[src/sv/wsp_pkg.sv]
// ----------------------------------------------------------------------------
// wsp_pkg: shared types and constants of the wave stream parser
// result word layout, controller and datapath interfaces, tags and codes
// ----------------------------------------------------------------------------
package wsp_pkg;

  localparam logic [1:0] KIND_SAMPLE = 2'd0;
  localparam logic [1:0] KIND_FORMAT = 2'd1;
  localparam logic [1:0] KIND_STATUS = 2'd2;

  localparam logic [3:0] ST_OK        = 4'd0;
  localparam logic [3:0] ST_SHORT     = 4'd1;
  localparam logic [3:0] ST_NOT_RIFF  = 4'd2;
  localparam logic [3:0] ST_PAST_END  = 4'd3;
  localparam logic [3:0] ST_FMT_SMALL = 4'd4;
  localparam logic [3:0] ST_EXT_SMALL = 4'd5;
  localparam logic [3:0] ST_EXT_LEN   = 4'd6;
  localparam logic [3:0] ST_SUBFMT    = 4'd7;
  localparam logic [3:0] ST_NO_FMT    = 4'd8;
  localparam logic [3:0] ST_NO_DATA   = 4'd9;
  localparam logic [3:0] ST_BAD_TAG   = 4'd10;
  localparam logic [3:0] ST_FLOAT_W   = 4'd11;
  localparam logic [3:0] ST_PARTIAL   = 4'd12;
  localparam logic [3:0] ST_PCM_DEPTH = 4'd13;

  localparam logic [31:0] TAG_RIFF = 32'h4646_4952;
  localparam logic [31:0] TAG_WAVE = 32'h4556_4157;
  localparam logic [31:0] TAG_FMT  = 32'h2074_6d66;
  localparam logic [31:0] TAG_DATA = 32'h6174_6164;

  localparam logic [15:0] FMT_PCM   = 16'h0001;
  localparam logic [15:0] FMT_FLOAT = 16'h0003;
  localparam logic [15:0] FMT_EXT   = 16'hfffe;

  localparam logic [5:0]  MIN_FILE    = 6'd44;
  localparam logic [31:0] EXT_FMT_MIN = 32'd40;
  localparam logic [15:0] EXT_LEN_MIN = 16'd22;
  localparam logic [31:0] FMT_MIN     = 32'd16;

  typedef struct packed {
    logic [1:0]  kind;
    logic [31:0] value;
    logic        is_float;
    logic [15:0] channels;
    logic [31:0] rate;
    logic [15:0] bits;
    logic [3:0]  status;
    logic        last;
  } res_t;

  typedef struct packed {
    logic load;
    logic start_div;
    logic exec;
    logic sel;
  } cmd_t;

  typedef struct packed {
    logic       need_div;
    logic       div_done;
    logic [1:0] res_count;
  } stat_t;

  // tail of the subformat guid, bytes 28 to 39 of the fmt payload
  function automatic logic [7:0] guid_byte(input logic [3:0] idx);
    logic [7:0] v;
    case (idx)
      4'd2:    v = 8'h10;
      4'd4:    v = 8'h80;
      4'd7:    v = 8'haa;
      4'd9:    v = 8'h38;
      4'd10:   v = 8'h9b;
      4'd11:   v = 8'h71;
      default: v = 8'h00;
    endcase
    return v;
  endfunction

endpackage

[src/sv/wave_stream_parser.sv]
// ----------------------------------------------------------------------------
// wave_stream_parser: streaming riff/wave pcm and float parser
// one file byte per input word, format info, samples and a final status out
// ----------------------------------------------------------------------------
//  channel  direction  payload
//  in       sink       byte_value_i, end_of_file_i
//  out      source     kind_o, sample_value_o, sample_is_float_o, channel_count_o,
//                      rate_hz_o, sample_bits_o, status_code_o, last_result_o
//
// a byte passes through intake, then commit, then one delivery state per result word
// delivered; a byte makes at most two result words
// the data chunk header adds, once per file, a wait for the serial remainder
// check of the chunk length against the bytes per sample
// reset puts the parser at the riff tag; the end-of-file byte returns it there
// a stalled output holds the controller in its delivery state, no byte is taken
// ----------------------------------------------------------------------------
module wave_stream_parser (
  input  logic               clk_i,
  input  logic               rst_ni,
  input  logic               in_valid_i,
  output logic               in_ready_o,
  input  logic [7:0]         byte_value_i,
  input  logic               end_of_file_i,
  output logic               out_valid_o,
  input  logic               out_ready_i,
  output logic [1:0]         kind_o,
  output logic signed [31:0] sample_value_o,
  output logic               sample_is_float_o,
  output logic [15:0]        channel_count_o,
  output logic [31:0]        rate_hz_o,
  output logic [15:0]        sample_bits_o,
  output logic [3:0]         status_code_o,
  output logic               last_result_o
);
  import wsp_pkg::*;

  cmd_t  cmd;
  stat_t stat;
  res_t  res;

  // controller: handshakes and step sequencing
  wsp_ctrl u_ctrl (
    .clk_i       (clk_i),
    .rst_ni      (rst_ni),
    .in_valid_i  (in_valid_i),
    .in_ready_o  (in_ready_o),
    .out_valid_o (out_valid_o),
    .out_ready_i (out_ready_i),
    .stat_i      (stat),
    .cmd_o       (cmd)
  );

  // datapath: parse state, fmt capture and the result registers
  wsp_dp u_dp (
    .clk_i         (clk_i),
    .rst_ni        (rst_ni),
    .cmd_i         (cmd),
    .stat_o        (stat),
    .byte_value_i  (byte_value_i),
    .end_of_file_i (end_of_file_i),
    .res_o         (res)
  );

  assign kind_o            = res.kind;
  assign sample_value_o    = signed'(res.value);
  assign sample_is_float_o = res.is_float;
  assign channel_count_o   = res.channels;
  assign rate_hz_o         = res.rate;
  assign sample_bits_o     = res.bits;
  assign status_code_o     = res.status;
  assign last_result_o     = res.last;

endmodule

[src/sv/wsp_rem.sv]
// ----------------------------------------------------------------------------
// wsp_rem: serial remainder unit
// one quotient bit per cycle, tells whether a 32-bit length divides evenly
// ----------------------------------------------------------------------------
module wsp_rem (
  input  logic        clk_i,
  input  logic        rst_ni,
  input  logic        start_i,
  input  logic [31:0] dividend_i,
  input  logic [12:0] divisor_i,
  output logic        done_o,
  output logic        rem_zero_o
);

  logic        busy_q, busy_d, done_q, done_d;
  logic [4:0]  cnt_q, cnt_d;
  logic [31:0] num_q, num_d;
  logic [13:0] rem_q, rem_d;
  logic [12:0] div_q, div_d;
  logic [13:0] trial;

  assign trial = {rem_q[12:0], num_q[31]};

  always_comb begin
    busy_d = busy_q;
    done_d = done_q;
    cnt_d  = cnt_q;
    num_d  = num_q;
    rem_d  = rem_q;
    div_d  = div_q;
    if (start_i) begin
      busy_d = 1'b1;
      done_d = 1'b0;
      cnt_d  = '0;
      num_d  = dividend_i;
      rem_d  = '0;
      div_d  = divisor_i;
    end else if (busy_q) begin
      rem_d = (trial >= {1'b0, div_q}) ? trial - {1'b0, div_q} : trial;
      num_d = {num_q[30:0], 1'b0};
      cnt_d = cnt_q + 5'd1;
      if (cnt_q == 5'd31) begin
        busy_d = 1'b0;
        done_d = 1'b1;
      end
    end
  end

  always_ff @(posedge clk_i or negedge rst_ni) begin
    if (!rst_ni) begin
      busy_q <= 1'b0;
      done_q <= 1'b0;
      cnt_q  <= '0;
    end else begin
      busy_q <= busy_d;
      done_q <= done_d;
      cnt_q  <= cnt_d;
    end
  end

  always_ff @(posedge clk_i) begin
    num_q <= num_d;
    rem_q <= rem_d;
    div_q <= div_d;
  end

  assign done_o     = done_q;
  assign rem_zero_o = (rem_q == 14'd0);

endmodule

[src/sv/wsp_dp.sv]
// ----------------------------------------------------------------------------
// wsp_dp: parser datapath
// holds the parse state and fmt fields, works out one byte and its results
// ----------------------------------------------------------------------------
module wsp_dp (
  input  logic          clk_i,
  input  logic          rst_ni,
  input  wsp_pkg::cmd_t cmd_i,
  output wsp_pkg::stat_t stat_o,
  input  logic [7:0]    byte_value_i,
  input  logic          end_of_file_i,
  output wsp_pkg::res_t res_o
);
  import wsp_pkg::*;

  typedef enum logic [3:0] {
    PH_RIFF, PH_RSIZE, PH_WAVE, PH_ID, PH_SIZE, PH_FMT, PH_DATA, PH_SKIP, PH_PAD
  } phase_e;

  phase_e      phase_q, phase_d;
  logic [5:0]  seen_q, seen_d;
  logic [31:0] fpos_q, fpos_d, tag_q, tag_d, clen_q, clen_d, rate_q, rate_d;
  logic [31:0] samp_q, samp_d;
  logic [15:0] ftag_q, ftag_d, ch_q, ch_d, width_q, width_d, ext_q, ext_d;
  logic [1:0]  sub_q, sub_d, sidx_q, sidx_d;
  logic [3:0]  err_q, err_d;
  logic        started_q, started_d;
  logic [7:0]  byte_q;
  logic        eof_q;
  res_t        r0_q, r1_q, r0_d, r1_d;
  logic [1:0]  n_d;
  logic        rem_zero, div_done;
  logic [31:0] new_len;

  assign new_len = {byte_q, clen_q[31:8]};

  wsp_rem u_rem (
    .clk_i      (clk_i),
    .rst_ni     (rst_ni),
    .start_i    (cmd_i.start_div),
    .dividend_i (new_len),
    .divisor_i  (width_q[15:3]),
    .done_o     (div_done),
    .rem_zero_o (rem_zero)
  );

  assign stat_o.need_div = (err_q == 4'd0) && (phase_q == PH_SIZE) && (fpos_q == 32'd3)
                           && (tag_q == TAG_DATA) && !started_q;
  assign stat_o.div_done  = div_done;
  assign stat_o.res_count = n_d;

  always_comb begin
    logic        fin;
    logic [3:0]  code;
    logic [3:0]  e;
    logic [31:0] sn;
    logic [2:0]  bps;
    logic [3:0]  st;
    res_t        r;
    phase_d   = phase_q;
    seen_d    = seen_q;
    fpos_d    = fpos_q;
    tag_d     = tag_q;
    clen_d    = clen_q;
    ftag_d    = ftag_q;
    ch_d      = ch_q;
    rate_d    = rate_q;
    width_d   = width_q;
    ext_d     = ext_q;
    sub_d     = sub_q;
    samp_d    = samp_q;
    sidx_d    = sidx_q;
    err_d     = err_q;
    started_d = started_q;
    r0_d      = '0;
    r1_d      = '0;
    n_d       = 2'd0;
    fin       = 1'b0;
    code      = ST_OK;
    e         = ST_OK;
    sn        = {byte_q, samp_q[31:8]};
    bps       = width_q[5:3];
    st        = ST_OK;
    r         = '0;

    if (seen_q < MIN_FILE) seen_d = seen_q + 6'd1;

    if (err_q == 4'd0) begin
      case (phase_q)
        PH_RIFF, PH_RSIZE, PH_WAVE: begin
          tag_d  = {byte_q, tag_q[31:8]};
          fpos_d = fpos_q + 32'd1;
          if (fpos_q == 32'd3) begin
            fpos_d = '0;
            if ((phase_q == PH_RIFF && tag_d != TAG_RIFF)
                || (phase_q == PH_WAVE && tag_d != TAG_WAVE)) begin
              err_d = ST_NOT_RIFF;
            end else if (phase_q == PH_WAVE) begin
              phase_d = PH_ID;
            end else if (phase_q == PH_RIFF) begin
              phase_d = PH_RSIZE;
            end else begin
              phase_d = PH_WAVE;
            end
            tag_d = '0;
          end
        end
        PH_ID: begin
          tag_d  = {byte_q, tag_q[31:8]};
          fpos_d = fpos_q + 32'd1;
          if (fpos_q == 32'd3) begin
            fpos_d  = '0;
            clen_d  = '0;
            phase_d = PH_SIZE;
          end
        end
        PH_SIZE: begin
          clen_d = new_len;
          fpos_d = fpos_q + 32'd1;
          if (fpos_q == 32'd3) begin
            fpos_d = '0;
            if (tag_q == TAG_FMT && !started_q) begin
              phase_d = PH_FMT;
              sub_d   = 2'b11;
              ext_d   = '0;
              fin     = (clen_d == 32'd0);
            end else if (tag_q == TAG_DATA && !started_q) begin
              if (ftag_q == 16'd0 || ch_q == 16'd0 || rate_q == 32'd0 || width_q == 16'd0)
                code = ST_NO_FMT;
              else if (clen_d == 32'd0)
                code = ST_NO_DATA;
              else if (ftag_q != FMT_PCM && ftag_q != FMT_FLOAT)
                code = ST_BAD_TAG;
              else if (ftag_q == FMT_FLOAT && width_q != 16'd32)
                code = ST_FLOAT_W;
              else if (width_q[15:3] == 13'd0 || !rem_zero)
                code = ST_PARTIAL;
              else if (width_q != 16'd16 && width_q != 16'd24 && width_q != 16'd32)
                code = ST_PCM_DEPTH;
              started_d  = 1'b1;
              r.kind     = KIND_FORMAT;
              r.is_float = (ftag_q == FMT_FLOAT);
              r.channels = ch_q;
              r.rate     = rate_q;
              r.bits     = width_q;
              r.status   = code;
              r0_d       = r;
              n_d        = 2'd1;
              if (code != ST_OK) begin
                err_d = code;
              end else begin
                phase_d = PH_DATA;
                samp_d  = '0;
                sidx_d  = '0;
                fin     = (clen_d == 32'd0);
              end
            end else begin
              phase_d = PH_SKIP;
              fin     = (clen_d == 32'd0);
            end
          end
        end
        PH_FMT, PH_DATA, PH_SKIP: begin
          if (phase_q == PH_FMT) begin
            if (fpos_q < 32'd2) begin
              if (fpos_q[0]) ftag_d[15:8] = byte_q;
              else           ftag_d[7:0]  = byte_q;
            end else if (fpos_q < 32'd4) begin
              if (fpos_q[0]) ch_d[15:8] = byte_q;
              else           ch_d[7:0]  = byte_q;
            end else if (fpos_q < 32'd8) begin
              case (fpos_q[1:0])
                2'd0:    rate_d[7:0]   = byte_q;
                2'd1:    rate_d[15:8]  = byte_q;
                2'd2:    rate_d[23:16] = byte_q;
                default: rate_d[31:24] = byte_q;
              endcase
            end else if (fpos_q == 32'd14) begin
              width_d[7:0] = byte_q;
            end else if (fpos_q == 32'd15) begin
              width_d[15:8] = byte_q;
            end else if (fpos_q == 32'd16) begin
              ext_d[7:0] = byte_q;
            end else if (fpos_q == 32'd17) begin
              ext_d[15:8] = byte_q;
            end else if (fpos_q == 32'd24) begin
              if (byte_q != FMT_PCM[7:0])   sub_d[0] = 1'b0;
              if (byte_q != FMT_FLOAT[7:0]) sub_d[1] = 1'b0;
            end else if (fpos_q >= 32'd25 && fpos_q < 32'd28) begin
              if (byte_q != 8'd0) sub_d = 2'b00;
            end else if (fpos_q >= 32'd28 && fpos_q < 32'd40) begin
              if (byte_q != guid_byte(4'(fpos_q - 32'd28))) sub_d = 2'b00;
            end
          end
          if (phase_q == PH_DATA) begin
            if ({1'b0, sidx_q} + 3'd1 >= bps) begin
              r.kind     = KIND_SAMPLE;
              r.value    = sn;
              r.is_float = (ftag_q == FMT_FLOAT);
              r.bits     = width_q;
              r0_d       = r;
              n_d        = 2'd1;
              samp_d     = '0;
              sidx_d     = '0;
            end else begin
              samp_d = sn;
              sidx_d = sidx_q + 2'd1;
            end
          end
          fpos_d = fpos_q + 32'd1;
          clen_d = clen_q - 32'd1;
          fin    = (clen_d == 32'd0);
        end
        default: begin
          phase_d = PH_ID;
          fpos_d  = '0;
          tag_d   = '0;
        end
      endcase

      // end of a chunk payload, fmt checks land here
      if (fin) begin
        if (phase_d == PH_FMT) begin
          if (fpos_d < FMT_MIN) begin
            e = ST_FMT_SMALL;
          end else if (ftag_d == FMT_EXT) begin
            if (fpos_d < EXT_FMT_MIN)    e = ST_EXT_SMALL;
            else if (ext_d < EXT_LEN_MIN) e = ST_EXT_LEN;
            else if (sub_d[0])            ftag_d = FMT_PCM;
            else if (sub_d[1])            ftag_d = FMT_FLOAT;
            else                          e = ST_SUBFMT;
          end
        end
        if (e != ST_OK) begin
          err_d = e;
        end else begin
          phase_d = fpos_d[0] ? PH_PAD : PH_ID;
          fpos_d  = '0;
          tag_d   = '0;
        end
      end
    end

    if (eof_q) begin
      if (err_d != 4'd0)
        st = err_d;
      else if (seen_d < MIN_FILE)
        st = ST_SHORT;
      else if ((phase_d == PH_FMT || phase_d == PH_DATA || phase_d == PH_SKIP)
               && clen_d != 32'd0)
        st = ST_PAST_END;
      else if (!started_d)
        st = ST_NO_DATA;
      r        = '0;
      r.kind   = KIND_STATUS;
      r.status = st;
      r.last   = 1'b1;
      if (n_d == 2'd0) r0_d = r;
      else             r1_d = r;
      n_d       = n_d + 2'd1;
      phase_d   = PH_RIFF;
      seen_d    = '0;
      fpos_d    = '0;
      tag_d     = '0;
      clen_d    = '0;
      ftag_d    = '0;
      ch_d      = '0;
      rate_d    = '0;
      width_d   = '0;
      ext_d     = '0;
      sub_d     = 2'b11;
      samp_d    = '0;
      sidx_d    = '0;
      err_d     = '0;
      started_d = 1'b0;
    end
  end

  always_ff @(posedge clk_i or negedge rst_ni) begin
    if (!rst_ni) begin
      phase_q   <= PH_RIFF;
      seen_q    <= '0;
      fpos_q    <= '0;
      tag_q     <= '0;
      clen_q    <= '0;
      ftag_q    <= '0;
      ch_q      <= '0;
      rate_q    <= '0;
      width_q   <= '0;
      ext_q     <= '0;
      sub_q     <= 2'b11;
      samp_q    <= '0;
      sidx_q    <= '0;
      err_q     <= '0;
      started_q <= 1'b0;
    end else if (cmd_i.exec) begin
      phase_q   <= phase_d;
      seen_q    <= seen_d;
      fpos_q    <= fpos_d;
      tag_q     <= tag_d;
      clen_q    <= clen_d;
      ftag_q    <= ftag_d;
      ch_q      <= ch_d;
      rate_q    <= rate_d;
      width_q   <= width_d;
      ext_q     <= ext_d;
      sub_q     <= sub_d;
      samp_q    <= samp_d;
      sidx_q    <= sidx_d;
      err_q     <= err_d;
      started_q <= started_d;
    end
  end

  always_ff @(posedge clk_i) begin
    if (cmd_i.load) begin
      byte_q <= byte_value_i;
      eof_q  <= end_of_file_i;
    end
    if (cmd_i.exec) begin
      r0_q <= r0_d;
      r1_q <= r1_d;
    end
  end

  assign res_o = cmd_i.sel ? r1_q : r0_q;

endmodule

[src/sv/wsp_ctrl.sv]
// ----------------------------------------------------------------------------
// wsp_ctrl: parser controller
// sequences byte intake, the remainder check and the delivery of results
// ----------------------------------------------------------------------------
module wsp_ctrl (
  input  logic           clk_i,
  input  logic           rst_ni,
  input  logic           in_valid_i,
  output logic           in_ready_o,
  output logic           out_valid_o,
  input  logic           out_ready_i,
  input  wsp_pkg::stat_t stat_i,
  output wsp_pkg::cmd_t  cmd_o
);
  import wsp_pkg::*;

  typedef enum logic [2:0] {C_IN, C_EXEC, C_DIV, C_OUT0, C_OUT1} ctrl_e;

  ctrl_e      state_q;
  logic       div_ok_q;
  logic [1:0] cnt_q;

  assign in_ready_o  = (state_q == C_IN);
  assign out_valid_o = (state_q == C_OUT0) || (state_q == C_OUT1);

  always_comb begin
    cmd_o           = '0;
    cmd_o.load      = (state_q == C_IN) && in_valid_i;
    cmd_o.start_div = (state_q == C_EXEC) && stat_i.need_div && !div_ok_q;
    cmd_o.exec      = (state_q == C_EXEC) && !(stat_i.need_div && !div_ok_q);
    cmd_o.sel       = (state_q == C_OUT1);
  end

  always_ff @(posedge clk_i or negedge rst_ni) begin
    if (!rst_ni) begin
      state_q  <= C_IN;
      div_ok_q <= 1'b0;
      cnt_q    <= '0;
    end else begin
      case (state_q)
        C_IN: if (in_valid_i) state_q <= C_EXEC;
        C_EXEC: begin
          if (cmd_o.start_div) begin
            state_q <= C_DIV;
          end else begin
            div_ok_q <= 1'b0;
            cnt_q    <= stat_i.res_count;
            state_q  <= (stat_i.res_count != 2'd0) ? C_OUT0 : C_IN;
          end
        end
        C_DIV: begin
          if (stat_i.div_done) begin
            div_ok_q <= 1'b1;
            state_q  <= C_EXEC;
          end
        end
        C_OUT0: if (out_ready_i) state_q <= (cnt_q == 2'd2) ? C_OUT1 : C_IN;
        C_OUT1: if (out_ready_i) state_q <= C_IN;
        default: state_q <= C_IN;
      endcase
    end
  end

  a_no_overlap: assert property (@(posedge clk_i) disable iff (!rst_ni)
    !(in_ready_o && out_valid_o)) else $error("intake and delivery overlap");

  a_exec_once: assert property (@(posedge clk_i) disable iff (!rst_ni)
    cmd_o.exec |=> !cmd_o.exec) else $error("byte committed twice");

  a_second_word: assert property (@(posedge clk_i) disable iff (!rst_ni)
    (state_q == C_OUT1) |-> (cnt_q == 2'd2)) else $error("second word without a pair");

  a_div_wait: assert property (@(posedge clk_i) disable iff (!rst_ni)
    cmd_o.start_div |=> (state_q == C_DIV)) else $error("remainder start lost");

endmodule
[config.mk]
export PLATFORM = sky130hd
export DESIGN_NAME = wave_stream_parser
export DESIGN_NICKNAME = d
export VERILOG_FILES = /design/src/sv/wsp_pkg.sv /design/src/sv/wave_stream_parser.sv /design/src/sv/wsp_rem.sv /design/src/sv/wsp_dp.sv /design/src/sv/wsp_ctrl.sv
export SDC_FILE = /design/constraint.sdc
export NUM_CORES = 1
export LEC_CHECK = 0
export BUFFER_PORTS_ARGS = -buffer_cell sky130_fd_sc_hd__buf_4
export CAP_MARGIN = 20
export CELL_PAD_IN_SITES_DETAIL_PLACEMENT = 0
export CELL_PAD_IN_SITES_GLOBAL_PLACEMENT = 2
export CORE_MARGIN = 2
export CORE_UTILIZATION = 40
export DETAILED_ROUTE_END_ITERATION = 16
export GPL_TIMING_DRIVEN = 0
export HOLD_SLACK_MARGIN = 0.03
export PLACE_DENSITY_LB_ADDON = 0.15
export SLEW_MARGIN = 20
export SYNTH_ARGS = -nofsm -noshare
export SYNTH_HDL_FRONTEND = slang
export SYNTH_SLANG_ARGS = --single-unit
[constraint.sdc]
create_clock -name clk_i -period 7.1 [get_ports clk_i]
set_input_delay 1.065 -clock clk_i [delete_from_list [all_inputs] [get_ports clk_i]]
set_output_delay 1.065 -clock clk_i [all_outputs]
set_load 0.02 [all_outputs]
## After elaboration in Yosys (flattened, before gate mapping)

Cells that the tools add are included.

| word-level totals | value |
|---|---|
| register bits after elaboration | 532 |
| input port bits | 13 |

| cells by class | value |
|---|---|
| $add $sub $neg | 9 |
| magnitude comparators | 14 |
| equal/unequal tests | 61 |
| muxes and demuxes | 236 |
| bitwise logic cells | 2 |
| reductions and logical operators | 86 |

Operators by type and width:

| kind | count |
|---|---|
| $mux W32 | 31 |
| $mux W104 | 8 |
| $mux W16 | 38 |
| $mux W8 | 27 |
| $pmux W104 S2 | 1 |
| $pmux W32 S3 | 2 |
| $mux W4 | 47 |
| $pmux W32 S2 | 2 |
| $mux W103 | 1 |
| $mux W102 | 1 |
| $eq A32 B5 Y1 const B | 3 |
| $logic_not A32 Y1 | 3 |
| $mux W2 | 33 |
| $eq A32 B4 Y1 const B | 2 |
| $ge A32 B5 Y1 const B | 2 |
| $lt A32 B5 Y1 const B | 2 |
| $lt A32 B6 Y1 const B | 2 |
| $ne A32 B31 Y1 const B | 2 |
| $logic_not A16 Y1 | 3 |
| $pmux W8 S6 | 1 |
| $reduce_and A8 Y1 | 6 |
| $eq A4 B3 Y1 const B | 10 |
| $add A32 B1 Y32 const B | 1 |
| $eq A32 B2 Y1 const B | 1 |
| 72 further kinds | 179 |

## Depth between registers and ports, before layout

| depth | value |
|---|---|
| depth in word-level cells | 53 |
| depth in mapped cells | 16 |
| gate-level depth less buffers | 14 |

## Cells and area by module

A second synthesis with hierarchy kept.

| second synthesis, totals | value |
|---|---|
| cells, all modules | 2282 |
| area total of the unflattened synthesis | 23125.9 um2 |

By module, submodules not included:

| module | instances | cells each | area each (um2) |
|---|---|---|---|
| wsp_dp | 1 | 1961 | 19364.8 |
| wsp_rem | 1 | 285 | 3382.0 |
| wsp_ctrl | 1 | 36 | 379.1 |

## Worst setup path before layout

Ideal clock, no wire load.

| timing path | value |
|---|---|
| path type | reg2reg |
| start | register u_dp.fpos_q[28] |
| end | register u_dp.clen_q[5] |
| data arrival time | 5.425 ns |
| data required time | 6.959 ns |
| path slack | 1.534 ns |
| stages on the path, launching flop included | 13 |
| period minus slack after synthesis | 5.566 ns |
| cells stage by stage | dfrtp_1 clkbuf_1 nor3_1 and3_1 clkbuf_1 and4_1 and3_1 clkbuf_4 a21o_1 inv_1 clkbuf_1 a22oi_1 o22ai_1 |

RTL lines:

| what | line | source |
|---|---|---|
| start, declared | wsp_dp.sv:22 | `logic [31:0] fpos_q, fpos_d, tag_q, tag_d, clen_q, clen_d, rate_q, rate_d;` |
| start signal, assigned | wsp_dp.sv:299 | `fpos_q <= fpos_d;` |
| end signal, assigned | wsp_dp.sv:301 | `clen_q <= clen_d;` |
| end, declared | wsp_dp.sv:22 |  |

## Final worst setup path

| timing path | value |
|---|---|
| start | register u_dp.fpos_q[1] |
| end | register u_dp.fpos_q[7] |

| between the ends | value |
|---|---|
| cells in the longest elaborated chain, start to end | 45 |

RTL lines:

| what | line | source |
|---|---|---|
| $sub A4 B4 Y4 | wsp_dp.sv:192 | `if (byte_q != guid_byte(4'(fpos_q - 32'd28))) sub_d = 2'b00;` |
| $eq A4 B4 Y1, or another cell as far along | wsp_pkg.sv:67 | `case (idx)` |
| $pmux W8 S6 | wsp_pkg.sv:67 |  |
| $mux W8 | wsp_dp.sv:191 | `end else if (fpos_q >= 32'd28 && fpos_q < 32'd40) begin` |
| $mux W8 | wsp_dp.sv:189 | `end else if (fpos_q >= 32'd25 && fpos_q < 32'd28) begin` |
| $mux W8 | wsp_dp.sv:186 | `end else if (fpos_q == 32'd24) begin` |
| $mux W8 | wsp_dp.sv:184 | `end else if (fpos_q == 32'd17) begin` |
| $mux W8 | wsp_dp.sv:182 | `end else if (fpos_q == 32'd16) begin` |
| (+29 left out) | -- |  |
| $mux W4 | wsp_dp.sv:223 | `if (phase_d == PH_FMT) begin` |
| $mux W4 | wsp_dp.sv:222 | `if (fin) begin` |
| $mux W4 | wsp_dp.sv:88 | `if (err_q == 4'd0) begin` |
| $reduce_bool A4 Y1 | wsp_dp.sv:234 | `if (e != ST_OK) begin` |
| $mux W32 | wsp_dp.sv:234 |  |
| $mux W32 | wsp_dp.sv:222 |  |
| $mux W32 | wsp_dp.sv:88 |  |
| $mux W32 | wsp_dp.sv:244 | `if (eof_q) begin` |

Several ways; a longest one is shown, not always the timed one. The select of a mux whose other input is x is not followed.
A chain may end at the register's enable or synchronous reset.

==> results by group <==
Floorplanning
  • DIE WIDTH: between 200 and 250 µm
  • IO Pins: between 100 and 150
  • Starting Density: 40.4%
  • Die Ht: around 250 µm
  • Std-Cell Rows: between 80 and 90
  • Core Box Area: 57600 µm²
  • Die area: roughly 60000 µm²

Clock network
  • Clk buf depth: 3
  • TritonCTS Sinks: approximately 420
  • Insertion delay to the later sink of the worst-skew pair: ~0.60 ns
  • Reg clk slew, reported paths: around 0.060 ns
  • Num CTS Buffers: slightly below 50
  • CTS H-tree depth: 2
  • # hold bufs at CTS: 0
  • TritonCTS clock tree: done
  • Post_cts resized: 0
  • Clock root buffer: clkbuf_16
  • Post-CTS setup buffers: 0

Power
  • Tot Pwr: 10.5 mW
  • Pleak: between 10 and 15 nW
  • Power Density: between 300 and 400 nW/µm²
  • Peak VDD IR: around 0.22 mV

Worst setup path
  • Req. time, crit path: 7.59 ns
  • Worst EP arrival: 5.89 ns
  • Max stage delay on crit path: about 0.9 ns
  • FF-to-FF Start: u_dp.fpos_q[1]$_DFFE_PN0P_
  • Worst setup startpoint: u_dp.fpos_q[1]$_DFFE_PN0P_
  • Max FO, Critical Path: 10
  • CP cell instances: ha_1, clkbuf_1, nand4_1, nor4_1, a21oi_1, o21ai_0, a2111oi_2, nor2b_1, a41oi_1, o21ai_2, o211ai_4, clkbuf_1, o21ai_0, a21bo_1
  • Startpoint Class: flip-flop
  • Critical path class: flip-flop to flip-flop
  • Worst r2r path cells: 14
  • CP max-delay cell: nor4_1
  • Critical Path Sink Type: flip-flop

Yosys
  • Most common cell in the netlist: nand2_1
  • Sequential fraction of the synthesis area: 48.7%
  • Synthesized area: roughly 23000 µm²
  • Fraction of registers with async set/reset: between 50 and 60%
  • Area leader, netlist: dfrtp_1
  • Share of the synthesized area in the top cell type: 26.3%
  • Syn_area_per_cell: between 9 and 10 µm²
  • Mapped Nets: between 2000 and 3000
  • Commonest cells in the synthesized netlist: nand2_1, dfrtp_1, and2_1
  • Synth Register Bits: between 400 and 500
  • Syn. warnings: 0
  • Post-synthesis cell type count: 111
  • Primary FF master, synth: dfrtp_1
  • Number of synthesized flops with an enable pin: ~160
  • Synth area leaders: dfrtp_1, edfxtp_1, nand2_1
  • Synthesized instance count: 2458

STA
  • Final setup fails: 0
  • Setup TNS Final: 0 ns
  • Final Hold Vio Count: 0
  • Clock Skew: around 0.028 ns
  • Fmax achieved: 0.185 GHz
  • RSZ-0062 raised after global routing: no
  • Worst-margin pin slew: 1.21 ns
  • Final slew viol count: 0
  • Slew HR: a little under a fifth
  • Setup ws final: 1.70 ns
  • Crit path time final: around 5.4 ns
  • Crit share post-route: 76.0%

Layout
  • Fin nets: roughly 2700
  • Fraction of layout cells with a size suffix above 1: 12.5%
  • Filler cells: ~5600
  • Syn-to-layout area delta: 15.5%

Placed design
  • Post-DP HPWL: ~57000 µm
  • Port bufs: around 120
  • Pre-CTS WS: between 1.5 and 2 ns
  • GPL Wtd Cong: roughly 0.9

Detailed routing
  • Drt first pass iters: 5
  • Post-route ant nets: 0
  • # DRC: 0
  • DRT iter0 DRCs: 1556
  • DR WL/cell: 22.9 µm
  • Total wire length: 78900 µm
  • Routed vias: 19882
  • DR vias/cell: ~5.8

Global routing
  • Vias in the first global route: around 19000
  • GRT Residual Overflow: 0
  • All-Layer GR Usage: 26.2%
  • Largest net degree at the start of global routing: a little over 90
  • First-pass GRT wire length: around 120000 µm
  • Initial antenna violation count: 0

Worst hold path
  • Hold/Removal Path Class: input port to asynchronous set/reset pin

Job
  • Max_cap viols: 0

Outcome
  • Status: finished, final reports clean
## sequential cells by signal (all words and copies together), names as in the netlist, 4 cells and up
name,cells
u_dp.phase_q,4
u_dp.tag_q,32
u_dp.err_q,4
u_dp.rate_q,32
u_dp.width_q,16
u_dp.u_rem.div_q,13
u_dp.r1_q,5
u_dp.u_rem.num_q,32
u_dp.ftag_q,16
u_dp.u_rem.rem_q,14
u_dp.ch_q,16
u_dp.samp_q,24
u_dp.ext_q,15
u_dp.byte_q,8
u_dp.r0_q,103
u_dp.u_rem.cnt_q,5
u_dp.seen_q,6
u_dp.fpos_q,32
u_dp.clen_q,32
## cell type report
cell class / count / area, µm² / share of cell area (%)
multi-input cells: 1805 / 11000 / 40.8
clock inverters: 22 / 190 / 0.707
clock buffers: 69 / 1360 / 5.07
well taps: 765 / 957 / 3.56
repair buffers: 126 / 1040 / 3.87
flip-flops and latches: 423 / 11300 / 42.1
diodes: 1 / 2.50 / 0.00931
inverters: 50 / 188 / 0.698
plain buffers: 180 / 856 / 3.18
## worst paths after layout
path | endpoint | slack [ns]
min reg2reg | u_dp.samp_q[9]$_DFFE_PN0P_ | 0.47
min | u_dp.clen_q[5]$_DFFE_PN0P_ | 0.41
max reg2reg | u_dp.fpos_q[7]$_DFFE_PN0P_ | 1.70
max in group asynchronous | u_dp.samp_q[15]$_DFFE_PN0P_ | 5.35
min in group clk_i | u_dp.samp_q[9]$_DFFE_PN0P_ | 0.47
max | u_dp.fpos_q[7]$_DFFE_PN0P_ | 1.70
## kinds of logic (layout without fill, tap and decap cells)
| kind of cell | count (synthesis) | in the layout | share of synthesized area, % |
|---|---|---|---|
| fa+ha+maj | 30 | 30 | 1.64 |
| xor+xnor | 33 | 33 | 1.24 |
| other cells | 0 | 1 | 0 |
| buf+inv | 230 | 447 | 4.44 |
| mux | 52 | 52 | 2.41 |
| flops | 423 | 423 | 48.7 |
| compound gates | 583 | 583 | 16.6 |
| simple gates | 1107 | 1107 | 25.0 |
## cell usage in the layout, fill, tap and decap left out, types with 33 or more instances in the layout
cell       instances
mux2_2            33
a22o_1            49
nand4_1           58
edfxtp_1         162
a21oi_1           90
nand3_1           45
clkbuf_16         50
buf_4            124
nor4_1            50
a22oi_1           36
inv_1             50
dfrtp_1          245
nand2_1          357
nor2_1           148
o21ai_0          196
nor3_1            48
and2_1           211
clkbuf_1         139
## power breakdown
part           internal [mW]  leakage (nW)  switching, mW
Clock                   1.42         0.745           1.04
Sequential              3.14          4.93          0.371
Combinational           1.56          5.05           3.00
Total                   6.12          10.7           4.41
## worst max-delay path, delay by kind of cell (launching register included)
kind            cells  cell delay (ns)
buf+inv             2             0.86
simple gates        3             1.40
compound gates      8             2.36
fa+ha+maj           1             0.19
flops               1             0.47
## layer usage
layer	vias up	global-route usage, %	wire length (µm)
met5	-	0	0
met4	0	8.02	2140
met3	141	4.08	4810
met2	647	40.5	35100
met1	9796	37.7	36900
li1	9298	-	-
## through the flow
| stage | cell area (µm²) | std cells | hold WS, ns | utilization [%] |
|---|---|---|---|---|
| floorplan | 23300 | 2458 | 0.437 | - |
| detailed placement | 25300 | 3349 | 0.460 | 44.0 |
| global route | 26900 | 3440 | 0.444 | 46.7 |
| global placement | 25100 | 3341 | 0.451 | 43.6 |
| finish | 26900 | 3441 | 0.414 | 46.7 |
| CTS | 26900 | 3440 | 0.424 | 46.7 |
Power figures use the tool's default switching activity.
